<file path="src/design/mrls_pkg.sv">
package mrls_pkg;

   localparam int ACCEL_W = 12;
   localparam int MAG_W   = 24;
   localparam int BOUND_W = 21;
   localparam int DEN_W   = 19;
   localparam int QUOT_W  = 16;
   localparam int BR_W    = 17;
   localparam int PULSE_W = 7;
   localparam int STEP_W  = 4;
   localparam int TIMER_W = 13;
   localparam int LEVEL_W = 24;

   localparam logic [TIMER_W-1:0] TIMER_CAP   = 13'd4095;
   localparam logic [LEVEL_W-1:0] LEVEL_RESET = 24'd995000;
   localparam logic [PULSE_W-1:0] PULSE_TOP   = 7'd100;

   typedef logic [1:0] reg_index_type;
   localparam reg_index_type REG_SENSITIVITY    = 2'd0;
   localparam reg_index_type REG_RAMP_STEP      = 2'd1;
   localparam reg_index_type REG_HOLD_THRESHOLD = 2'd2;

   typedef logic [BOUND_W-1:0]       bound_type;
   typedef logic [PULSE_W-1:0]       pulse_type;
   typedef logic signed [STEP_W-1:0] step_type;

   function automatic bound_type min_of(input logic [3:0] sel);
      bound_type v;
      case (sel) inside
         4'd0, 4'd1, 4'd2: v = 21'd995000;
         4'd3, 4'd4, 4'd5: v = 21'd1070000;
         default:          v = 21'd1125000;
      endcase
      return v;
   endfunction

   function automatic bound_type max_of(input logic [3:0] sel);
      bound_type v;
      case (sel) inside
         4'd0:       v = 21'd1050000;
         4'd1, 4'd3: v = 21'd1100000;
         4'd2, 4'd4: v = 21'd1200000;
         4'd5, 4'd7: v = 21'd1300000;
         4'd6:       v = 21'd1150000;
         default:    v = 21'd1450000;
      endcase
      return v;
   endfunction

   function automatic pulse_type pulse_init(input int i);
      pulse_type v;
      case (i)
         0: v = 7'd88;   1: v = 7'd97;   2: v = 7'd10;   3: v = 7'd72;
         4: v = 7'd10;   5: v = 7'd62;   6: v = 7'd2;    7: v = 7'd29;
         8: v = 7'd79;   9: v = 7'd2;    10: v = 7'd62;  11: v = 7'd43;
         12: v = 7'd37;  13: v = 7'd48;  14: v = 7'd90;  15: v = 7'd9;
         16: v = 7'd45;  17: v = 7'd1;   18: v = 7'd36;  19: v = 7'd73;
         20: v = 7'd64;  21: v = 7'd17;  22: v = 7'd73;  23: v = 7'd38;
         default: v = 7'd0;
      endcase
      return v;
   endfunction

   function automatic step_type step_init(input int i);
      step_type v;
      case (i)
         0: v = -4'sd2;  1: v = 4'sd5;   2: v = -4'sd3;  3: v = -4'sd4;
         4: v = 4'sd3;   5: v = -4'sd2;  6: v = 4'sd3;   7: v = -4'sd5;
         8: v = -4'sd3;  9: v = 4'sd0;   10: v = -4'sd2; 11: v = 4'sd3;
         12: v = 4'sd5;  13: v = 4'sd3;  14: v = -4'sd5; 15: v = -4'sd1;
         16: v = -4'sd3; 17: v = 4'sd2;  18: v = 4'sd0;  19: v = -4'sd2;
         20: v = 4'sd3;  21: v = -4'sd1; 22: v = -4'sd5; 23: v = 4'sd1;
         default: v = 4'sd0;
      endcase
      return v;
   endfunction

endpackage

</file>
<file path="src/design/mrls_div.sv">
module mrls_div (
   input  logic                        clock,
   input  logic                        reset,
   input  logic                        start,
   input  logic [mrls_pkg::DEN_W-1:0]  num,
   input  logic [mrls_pkg::DEN_W-1:0]  den,
   output logic                        done,
   output logic [mrls_pkg::QUOT_W-1:0] quot
);

   logic                        busy_ff, busy_in;
   logic                        done_ff, done_in;
   logic [3:0]                  cnt_ff, cnt_in;
   logic [mrls_pkg::DEN_W-1:0]  rem_ff, rem_in;
   logic [mrls_pkg::DEN_W-1:0]  den_ff, den_in;
   logic [mrls_pkg::QUOT_W-1:0] quot_ff, quot_in;
   logic [mrls_pkg::DEN_W:0]    rem2;
   logic [mrls_pkg::DEN_W:0]    diff;

   // restoring division, one quotient bit per cycle
   always_comb begin
      busy_in = busy_ff;
      done_in = 1'b0;
      cnt_in  = cnt_ff;
      rem_in  = rem_ff;
      den_in  = den_ff;
      quot_in = quot_ff;
      rem2    = {rem_ff, 1'b0};
      diff    = rem2 - {1'b0, den_ff};
      if (start) begin
         busy_in = 1'b1;
         cnt_in  = 4'd15;
         rem_in  = num;
         den_in  = den;
      end else if (busy_ff) begin
         if (!diff[mrls_pkg::DEN_W]) begin
            rem_in  = diff[mrls_pkg::DEN_W-1:0];
            quot_in = {quot_ff[mrls_pkg::QUOT_W-2:0], 1'b1};
         end else begin
            rem_in  = rem2[mrls_pkg::DEN_W-1:0];
            quot_in = {quot_ff[mrls_pkg::QUOT_W-2:0], 1'b0};
         end
         cnt_in = cnt_ff - 4'd1;
         if (cnt_ff == 4'd0) begin
            busy_in = 1'b0;
            done_in = 1'b1;
         end
      end
   end

   always_ff @(posedge clock) begin
      cnt_ff  <= cnt_in;
      rem_ff  <= rem_in;
      den_ff  <= den_in;
      quot_ff <= quot_in;
      if (reset) begin
         busy_ff <= 1'b0;
         done_ff <= 1'b0;
      end else begin
         busy_ff <= busy_in;
         done_ff <= done_in;
      end
   end

   assign done = done_ff;
   assign quot = quot_ff;

endmodule

</file>
<file path="src/design/motion_reactive_led_shader_top.sv">
// channel  dir  width  contents
// req      in   40     accel_x, accel_y, accel_z (12 bits signed each)
// rsp      out  32     led_index, red_level, green_level, blue_level; last_led on tlast
// csr      in   32     sensitivity @0x0, ramp_step @0x4, hold_threshold @0x8
//
// A request runs through three passes of the shared multiplier, a timer update,
// a level update and a ratio check, then the serial divider when the ratio lies
// strictly between zero and one, then a multiply step and an emit step per LED.
// req_tready is high only while the sequencer is idle.
// A stalled rsp holds the sequencer in its emit step.
// Synchronous reset loads initial values into control and LED state, not the datapath.
module motion_reactive_led_shader_top #(
   parameter int LED_COUNT = 24
) (
   input  logic        clock,
   input  logic        reset,
   input  logic        req_tvalid,
   output logic        req_tready,
   input  logic [39:0] req_tdata,   // accel_x[11:0], accel_y[23:12], accel_z[35:24], zeros
   output logic        rsp_tvalid,
   input  logic        rsp_tready,
   output logic [31:0] rsp_tdata,   // led_index[4:0], red[12:5], green[19:13], blue[24:20], zeros
   output logic        rsp_tlast,
   input  logic        csr_psel,
   input  logic        csr_penable,
   input  logic        csr_pwrite,
   input  logic [3:0]  csr_paddr,
   input  logic [31:0] csr_pwdata,
   output logic [31:0] csr_prdata,
   output logic        csr_pready
);

   localparam int IDX_W = (LED_COUNT > 1) ? $clog2(LED_COUNT) : 1;
   localparam logic [4:0] LAST_LED = 5'(LED_COUNT - 1);
   localparam logic [7:0] DIV10_MUL = 8'd205;

   typedef enum logic [2:0] {
      S_IDLE, S_SQUARE, S_TIMER, S_LEVEL, S_RATIO, S_DIVIDE, S_PULSE, S_EMIT
   } state_type;

   // configuration
   logic [3:0]  sens_ff;
   logic [11:0] ramp_ff;
   logic [8:0]  thr_ff;
   logic        csr_wr;

   assign csr_pready = 1'b1;
   assign csr_wr     = csr_psel && csr_penable && csr_pwrite;

   always_ff @(posedge clock) begin
      if (reset) begin
         sens_ff <= 4'd0;
         ramp_ff <= 12'd100;
         thr_ff  <= 9'd50;
      end else if (csr_wr) begin
         case (csr_paddr[3:2])
            mrls_pkg::REG_SENSITIVITY:    sens_ff <= csr_pwdata[3:0];
            mrls_pkg::REG_RAMP_STEP:      ramp_ff <= csr_pwdata[11:0];
            mrls_pkg::REG_HOLD_THRESHOLD: thr_ff  <= csr_pwdata[8:0];
            default: ;
         endcase
      end
   end

   always_comb begin
      case (csr_paddr[3:2])
         mrls_pkg::REG_SENSITIVITY:    csr_prdata = {28'd0, sens_ff};
         mrls_pkg::REG_RAMP_STEP:      csr_prdata = {20'd0, ramp_ff};
         mrls_pkg::REG_HOLD_THRESHOLD: csr_prdata = {23'd0, thr_ff};
         default:                      csr_prdata = 32'd0;
      endcase
   end

   // datapath state
   state_type                   state_ff, state_in;
   logic [1:0]                  cnt_ff, cnt_in;
   logic [35:0]                 accel_ff, accel_in;
   logic [23:0]                 mag_ff, mag_in;
   logic signed [12:0]          timer_ff, timer_in;
   logic signed [23:0]          level_ff, level_in;
   logic [16:0]                 br_ff, br_in;
   logic [4:0]                  led_ff, led_in;
   logic [23:0]                 prod_ff, prod_in;
   mrls_pkg::pulse_type         pulse_ff [LED_COUNT];
   mrls_pkg::pulse_type         pulse_in [LED_COUNT];
   mrls_pkg::step_type          step_ff [LED_COUNT];
   mrls_pkg::step_type          step_in [LED_COUNT];
   logic                        rsp_valid_ff, rsp_valid_in;
   logic [24:0]                 rsp_data_ff, rsp_data_in;
   logic                        rsp_last_ff, rsp_last_in;

   // shared multiplier
   logic [16:0]                 mul_a;
   logic [11:0]                 mul_b;
   logic [28:0]                 mul_p;

   logic [11:0]                 axis;
   logic [11:0]                 axis_abs;
   mrls_pkg::bound_type         lo, hi, den21;
   logic [12:0]                 cap;
   logic [12:0]                 ten_thr;
   logic signed [13:0]          timer14;
   logic signed [24:0]          lvl25, mag25, hi25, num25;
   logic                        div_start, div_done;
   logic [15:0]                 div_quot;
   logic [IDX_W-1:0]            idx;
   logic signed [7:0]           p_sum;
   mrls_pkg::pulse_type         p_new;
   mrls_pkg::step_type          s_cur, s_new;
   logic [24:0]                 red_full;
   logic [24:0]                 three_g;
   logic [16:0]                 blue_full;
   logic                        out_free;

   assign lo      = mrls_pkg::min_of(sens_ff);
   assign hi      = mrls_pkg::max_of(sens_ff);
   assign den21   = hi - lo;
   assign ten_thr = {1'b0, thr_ff, 3'b000} + {3'b000, thr_ff, 1'b0};
   assign cap     = (ten_thr > mrls_pkg::TIMER_CAP) ? mrls_pkg::TIMER_CAP : ten_thr;
   assign timer14 = {timer_ff[12], timer_ff};
   assign lvl25   = {level_ff[23], level_ff};
   assign mag25   = {1'b0, mag_ff};
   assign hi25    = {4'd0, hi};
   assign num25   = lvl25 - $signed({4'd0, lo});
   assign idx     = led_ff[IDX_W-1:0];
   assign out_free = !rsp_valid_ff || rsp_tready;

   always_comb begin
      case (cnt_ff)
         2'd0:    axis = accel_ff[11:0];
         2'd1:    axis = accel_ff[23:12];
         default: axis = accel_ff[35:24];
      endcase
   end
   assign axis_abs = axis[11] ? (~axis + 12'd1) : axis;

   assign s_cur = step_ff[idx];
   assign p_sum = $signed({1'b0, pulse_ff[idx]}) + 8'(s_cur);
   always_comb begin
      s_new = s_cur;
      p_new = p_sum[6:0];
      if (p_sum <= 8'sd0 && s_cur < 4'sd0) begin
         s_new = -s_cur;
         p_new = '0;
      end else if (p_sum >= 8'sd100 && s_cur > 4'sd0) begin
         s_new = -s_cur;
         p_new = mrls_pkg::PULSE_TOP;
      end
   end

   always_comb begin
      if (state_ff == S_SQUARE) begin
         mul_a = {5'd0, axis_abs};
         mul_b = axis_abs;
      end else begin
         mul_a = br_ff;
         mul_b = {5'd0, p_new};
      end
   end
   assign mul_p = mul_a * mul_b;

   assign red_full  = {br_ff, 8'd0} - {8'd0, br_ff};
   assign three_g   = {prod_ff, 1'b0} + {1'b0, prod_ff};
   assign blue_full = three_g[24:16] * DIV10_MUL;

   assign div_start = (state_ff == S_RATIO) && !num25[24] && (num25 != 25'sd0)
                      && (num25 < $signed({4'd0, den21}));

   mrls_div u_div (
      .clock (clock),
      .reset (reset),
      .start (div_start),
      .num   (num25[18:0]),
      .den   (den21[18:0]),
      .done  (div_done),
      .quot  (div_quot)
   );

   always_comb begin
      state_in     = state_ff;
      cnt_in       = cnt_ff;
      accel_in     = accel_ff;
      mag_in       = mag_ff;
      timer_in     = timer_ff;
      level_in     = level_ff;
      br_in        = br_ff;
      led_in       = led_ff;
      prod_in      = prod_ff;
      pulse_in     = pulse_ff;
      step_in      = step_ff;
      rsp_valid_in = rsp_valid_ff && !rsp_tready;
      rsp_data_in  = rsp_data_ff;
      rsp_last_in  = rsp_last_ff;
      case (state_ff)
         S_IDLE: begin
            if (req_tvalid) begin
               accel_in = req_tdata[35:0];
               mag_in   = '0;
               cnt_in   = 2'd0;
               state_in = S_SQUARE;
            end
         end
         S_SQUARE: begin
            mag_in = mag_ff + mul_p[23:0];
            cnt_in = cnt_ff + 2'd1;
            if (cnt_ff == 2'd2) begin
               state_in = S_TIMER;
            end
         end
         S_TIMER: begin
            if (mag_ff <= {3'd0, lo} && timer_ff > 13'sd0) begin
               timer_in = timer_ff - 13'sd5;
            end else if (timer14 < $signed({1'b0, cap})) begin
               timer_in = timer_ff + 13'sd1;
            end
            state_in = S_LEVEL;
         end
         S_LEVEL: begin
            if (lvl25 < mag25 && lvl25 < hi25 && timer14 > $signed({5'd0, thr_ff})) begin
               level_in = level_ff + $signed({12'd0, ramp_ff});
            end else if (lvl25 > mag25) begin
               level_in = level_ff - $signed({12'd0, ramp_ff});
            end
            state_in = S_RATIO;
         end
         S_RATIO: begin
            led_in = '0;
            if (num25[24] || num25 == 25'sd0) begin
               br_in    = '0;
               state_in = S_PULSE;
            end else if (!div_start) begin
               br_in    = 17'h10000;
               state_in = S_PULSE;
            end else begin
               state_in = S_DIVIDE;
            end
         end
         S_DIVIDE: begin
            if (div_done) begin
               br_in    = {1'b0, div_quot};
               state_in = S_PULSE;
            end
         end
         S_PULSE: begin
            pulse_in[idx] = p_new;
            step_in[idx]  = s_new;
            prod_in       = mul_p[23:0];
            state_in      = S_EMIT;
         end
         S_EMIT: begin
            if (out_free) begin
               rsp_valid_in = 1'b1;
               rsp_data_in  = {blue_full[15:11], prod_ff[22:16], red_full[23:16], led_ff};
               rsp_last_in  = (led_ff == LAST_LED);
               led_in       = led_ff + 5'd1;
               state_in     = (led_ff == LAST_LED) ? S_IDLE : S_PULSE;
            end
         end
         default: state_in = S_IDLE;
      endcase
   end

   always_ff @(posedge clock) begin
      cnt_ff      <= cnt_in;
      accel_ff    <= accel_in;
      mag_ff      <= mag_in;
      br_ff       <= br_in;
      prod_ff     <= prod_in;
      rsp_data_ff <= rsp_data_in;
      rsp_last_ff <= rsp_last_in;
      if (reset) begin
         state_ff     <= S_IDLE;
         timer_ff     <= '0;
         level_ff     <= mrls_pkg::LEVEL_RESET;
         led_ff       <= '0;
         rsp_valid_ff <= 1'b0;
         for (int i = 0; i < LED_COUNT; i++) begin
            pulse_ff[i] <= mrls_pkg::pulse_init(i);
            step_ff[i]  <= mrls_pkg::step_init(i);
         end
      end else begin
         state_ff     <= state_in;
         timer_ff     <= timer_in;
         level_ff     <= level_in;
         led_ff       <= led_in;
         rsp_valid_ff <= rsp_valid_in;
         pulse_ff     <= pulse_in;
         step_ff      <= step_in;
      end
   end

   assign req_tready = (state_ff == S_IDLE);
   assign rsp_tvalid = rsp_valid_ff;
   assign rsp_tdata  = {7'd0, rsp_data_ff};
   assign rsp_tlast  = rsp_last_ff;

endmodule

</file>
<file path="config.mk">
export PLATFORM = sky130hd
export DESIGN_NAME = motion_reactive_led_shader_top
export DESIGN_NICKNAME = d
export VERILOG_FILES = /design/src/design/mrls_pkg.sv /design/src/design/mrls_div.sv /design/src/design/motion_reactive_led_shader_top.sv
export SDC_FILE = /design/constraint.sdc
export NUM_CORES = 2
export LEC_CHECK = 0
export BUFFER_PORTS_ARGS = -buffer_cell sky130_fd_sc_hd__buf_4
export CAP_MARGIN = 10
export CORE_ASPECT_RATIO = 2
export CORE_UTILIZATION = 57
export CTS_CLUSTER_SIZE = 25
export DETAILED_ROUTE_END_ITERATION = 16
export HOLD_SLACK_MARGIN = 0.02
export PLACE_DENSITY_LB_ADDON = 0.2
export SLEW_MARGIN = 0
export SYNTH_ARGS = -nofsm -noshare
export SYNTH_HDL_FRONTEND = slang
export SYNTH_SLANG_ARGS = --single-unit
export TNS_END_PERCENT = 20
</file>
<file path="constraint.sdc">
create_clock -name clock -period 11.4 [get_ports clock]
set_clock_uncertainty 0.1 [all_clocks]
set_input_delay 2.85 -clock clock [delete_from_list [all_inputs] [get_ports clock]]
set_output_delay 2.85 -clock clock [all_outputs]
set_load 0.01 [all_outputs]
</file>
==> flow_summary.toml <==
[worst_setup_path]
critPathTopFamily = "adder cells"
end_kind = "flip-flop"
crit_type = "flip-flop to flip-flop"
cp_max_fo = 7
crit_buf_inv = 10
cp.depth = 47
timing.rr.end = "mag_ff[23]"
reg2reg_from = "idx[0]"
max_stage_delay_ps = 650
rrSetupSlack_ps = 570
crit_path_start_kind = "flip-flop"
required_ps = 11630
r2r_cells = 47
worstPathArrival_ps = 11050
startpoint = "idx[0]"
critPathSlowestCell = "fa_1"

[outcome]
status = "complete, no violations"

[cts]
numClockSinks = 521
path_clk_slew_ps = 60
cts_htree_levels = 2
clock-root-buffer = "clkbuf_16"
numCtsBuffers = 48
hold_buffers = 0
clock_tree.buffer_depth = 3
cts_tree = "yes"
clk_latency_ps = 610

[die]
die_width_um = 181
io-pin-count = 151
std_cell_rows = 131
die_h_um = 361
start_util = 0.575
core_area_mm2 = 0.0638
dieArea_mm2 = 0.0654

[synth]
yosys.area.top_type_share = 0.186
yosysWarnings = 0
ys_seq_area_frac = 0.334
postSynthAreaPerCell_um2 = 9.18
synth_cell_types = 92
synth_cells = 3995
ys_seq_elements = 521
yosysTopAreaCell = "dfxtp_1"
synth_edf_count = 180
synth.area.top_cells = "dfxtp_1, edfxtp_1, ha_1, fa_1, nand2_1"
async_flop_share = 0
netlist_area_mm2 = 0.0367
ys.flop_type = "dfxtp_1"

[route]
drc = 0
vias = 29700
ant_nets = 0
postRouteWirelength_um = 104000
initialDrtViolationCount = 2076
viasPerCell = 6.02
dr.pass1.iters = 5
avgRoutedWirePerCell_um = 21.1

[placement]
dp_hpwl_um = 78700
gp_congestion = 1.00
io_buffer_count = 96

[layout]
drive_gt1_frac = 0.109
final_core_util = 0.632
fillers = 5498
final_cell_mix = "nand2_1, inv_1, a21oi_1"
layout.nets = 4681
layout_commonest_cell = "nand2_1"
area_delta_synth_final_pct = 9.87

[sta]
setup_viol = 0
post-route-period-util = 0.950
slew_headroom = 0.224
hold_viol = 0
fmaxAchievable_mhz = 92.4
min_period_ps = 10830
worst_slew_pin_slew_ps = 1160
maxSlewViolCount = 0

[hold_path]
min_path_type = "flip-flop to flip-flop"
hold_path_startpoint = "u_div.quot[11]"
whs_endpoint = "u_div.quot[12]"
hold_path_depth = 0

[global_route]
grt_pass1_vias = 29600
grt_max_degree = 116
antenna_found_initial = 4
grt_pass1_wl_um = 160000
grt_overflow = 0
grt_usage = 0.316

[run]
max_cap_viol_count = 0
-- kinds of logic (layout without fill, tap and decap cells) --
| kind of cell | Yosys count | after routing | synth area share |
|---|---|---|---|
| AND/OR/NAND/NOR | 1167 | 1167 | 0.142 |
| multiplexers | 133 | 133 | 0.0591 |
| other | 2 | 48 | 0.000205 |
| buffers and inverters | 605 | 704 | 0.0673 |
| adder cells (fa/ha/maj) | 499 | 499 | 0.204 |
| XOR/XNOR | 171 | 171 | 0.0415 |
| flip-flops | 521 | 521 | 0.334 |
| AO/OA/AOI/OAI | 897 | 897 | 0.152 |
-- registers in the layout, summed over array words and instances (netlist names), 13 cells and up --
signal        count
pulse_ff        168
rsp_data_ff      25
u_div.quot       16
step_ff          96
u_div.den_ff     16
u_div.rem_ff     19
timer_ff         13
accel_ff         36
mag_ff           24
level_ff         24
br_ff            17
prod_ff          24
-- metrics by stage --
stage | hold slack, ps | TNS, ps | cells | setup slack (ps) | instance area, um2
floorplan | 317 | 0 | 4038 | 601 | 36800
global placement | 322 | 0 | 4829 | 440 | 38400
detailed placement | 326 | 0 | 4829 | 344 | 38400
CTS | 340 | 0 | 4917 | 266 | 40000
global route | 361 | -18.6 | 4937 | -18.6 | 40300
finish | 339 | 0 | 4938 | 575 | 40300
-- cell type report --
type | instances | area (um2) | area share
inverters | 397 | 1490 | 0.0370
multi-input cells | 2912 | 22300 | 0.553
well taps | 798 | 998 | 0.0248
flip-flops and latches | 521 | 12200 | 0.304
clock buffers | 69 | 1420 | 0.0353
repair buffers | 219 | 1700 | 0.0421
clock inverters | 19 | 150 | 0.00373
diodes | 3 | 7.51 | 0.000186
-- cell usage after synthesis, types with 66 or more instances --
cell and number:
o21ai_0 170, edfxtp_1 180, ha_1 335, dfxtp_1 341, mux4_2 66, nand2_1 550
xor2_1 68, a21oi_1 342, inv_1 394, clkbuf_1 139, fa_1 164, xnor2_1 100
nor2_1 278, o211ai_1 69
-- routing by layer --
metal / track usage / vias up / part of all wire
met5: 0 / - / 0
met4: 0.234 / 0 / 0.083
met3: 0.0329 / 407 / 0.048
met2: 0.584 / 1032 / 0.52
met1: 0.326 / 14300 / 0.35
li1: - / 13900 / -
-- timing repair --
action / CTS / global route
resized for setup: 0 / 26
setup endpoints to repair: 0 / 4
setup buffers: 0 / 18
-- how the worst max path moves through the flow --
| stage | end | slack (ps) |
|---|---|---|
| 6_report | mag_ff[23] | 570 |
| 5_1_grt | mag_ff[23] | -20 |
| 4_1_cts | mag_ff[23] | 270 |
| 2_1_floorplan | mag_ff[23] | 600 |
| 3_5_place_dp | mag_ff[23] | 340 |
| 3_3_place_gp | mag_ff[23] | 440 |
Power is not shown: default switching activity piles up to over one toggle a cycle in this logic, so the estimate is an artifact.
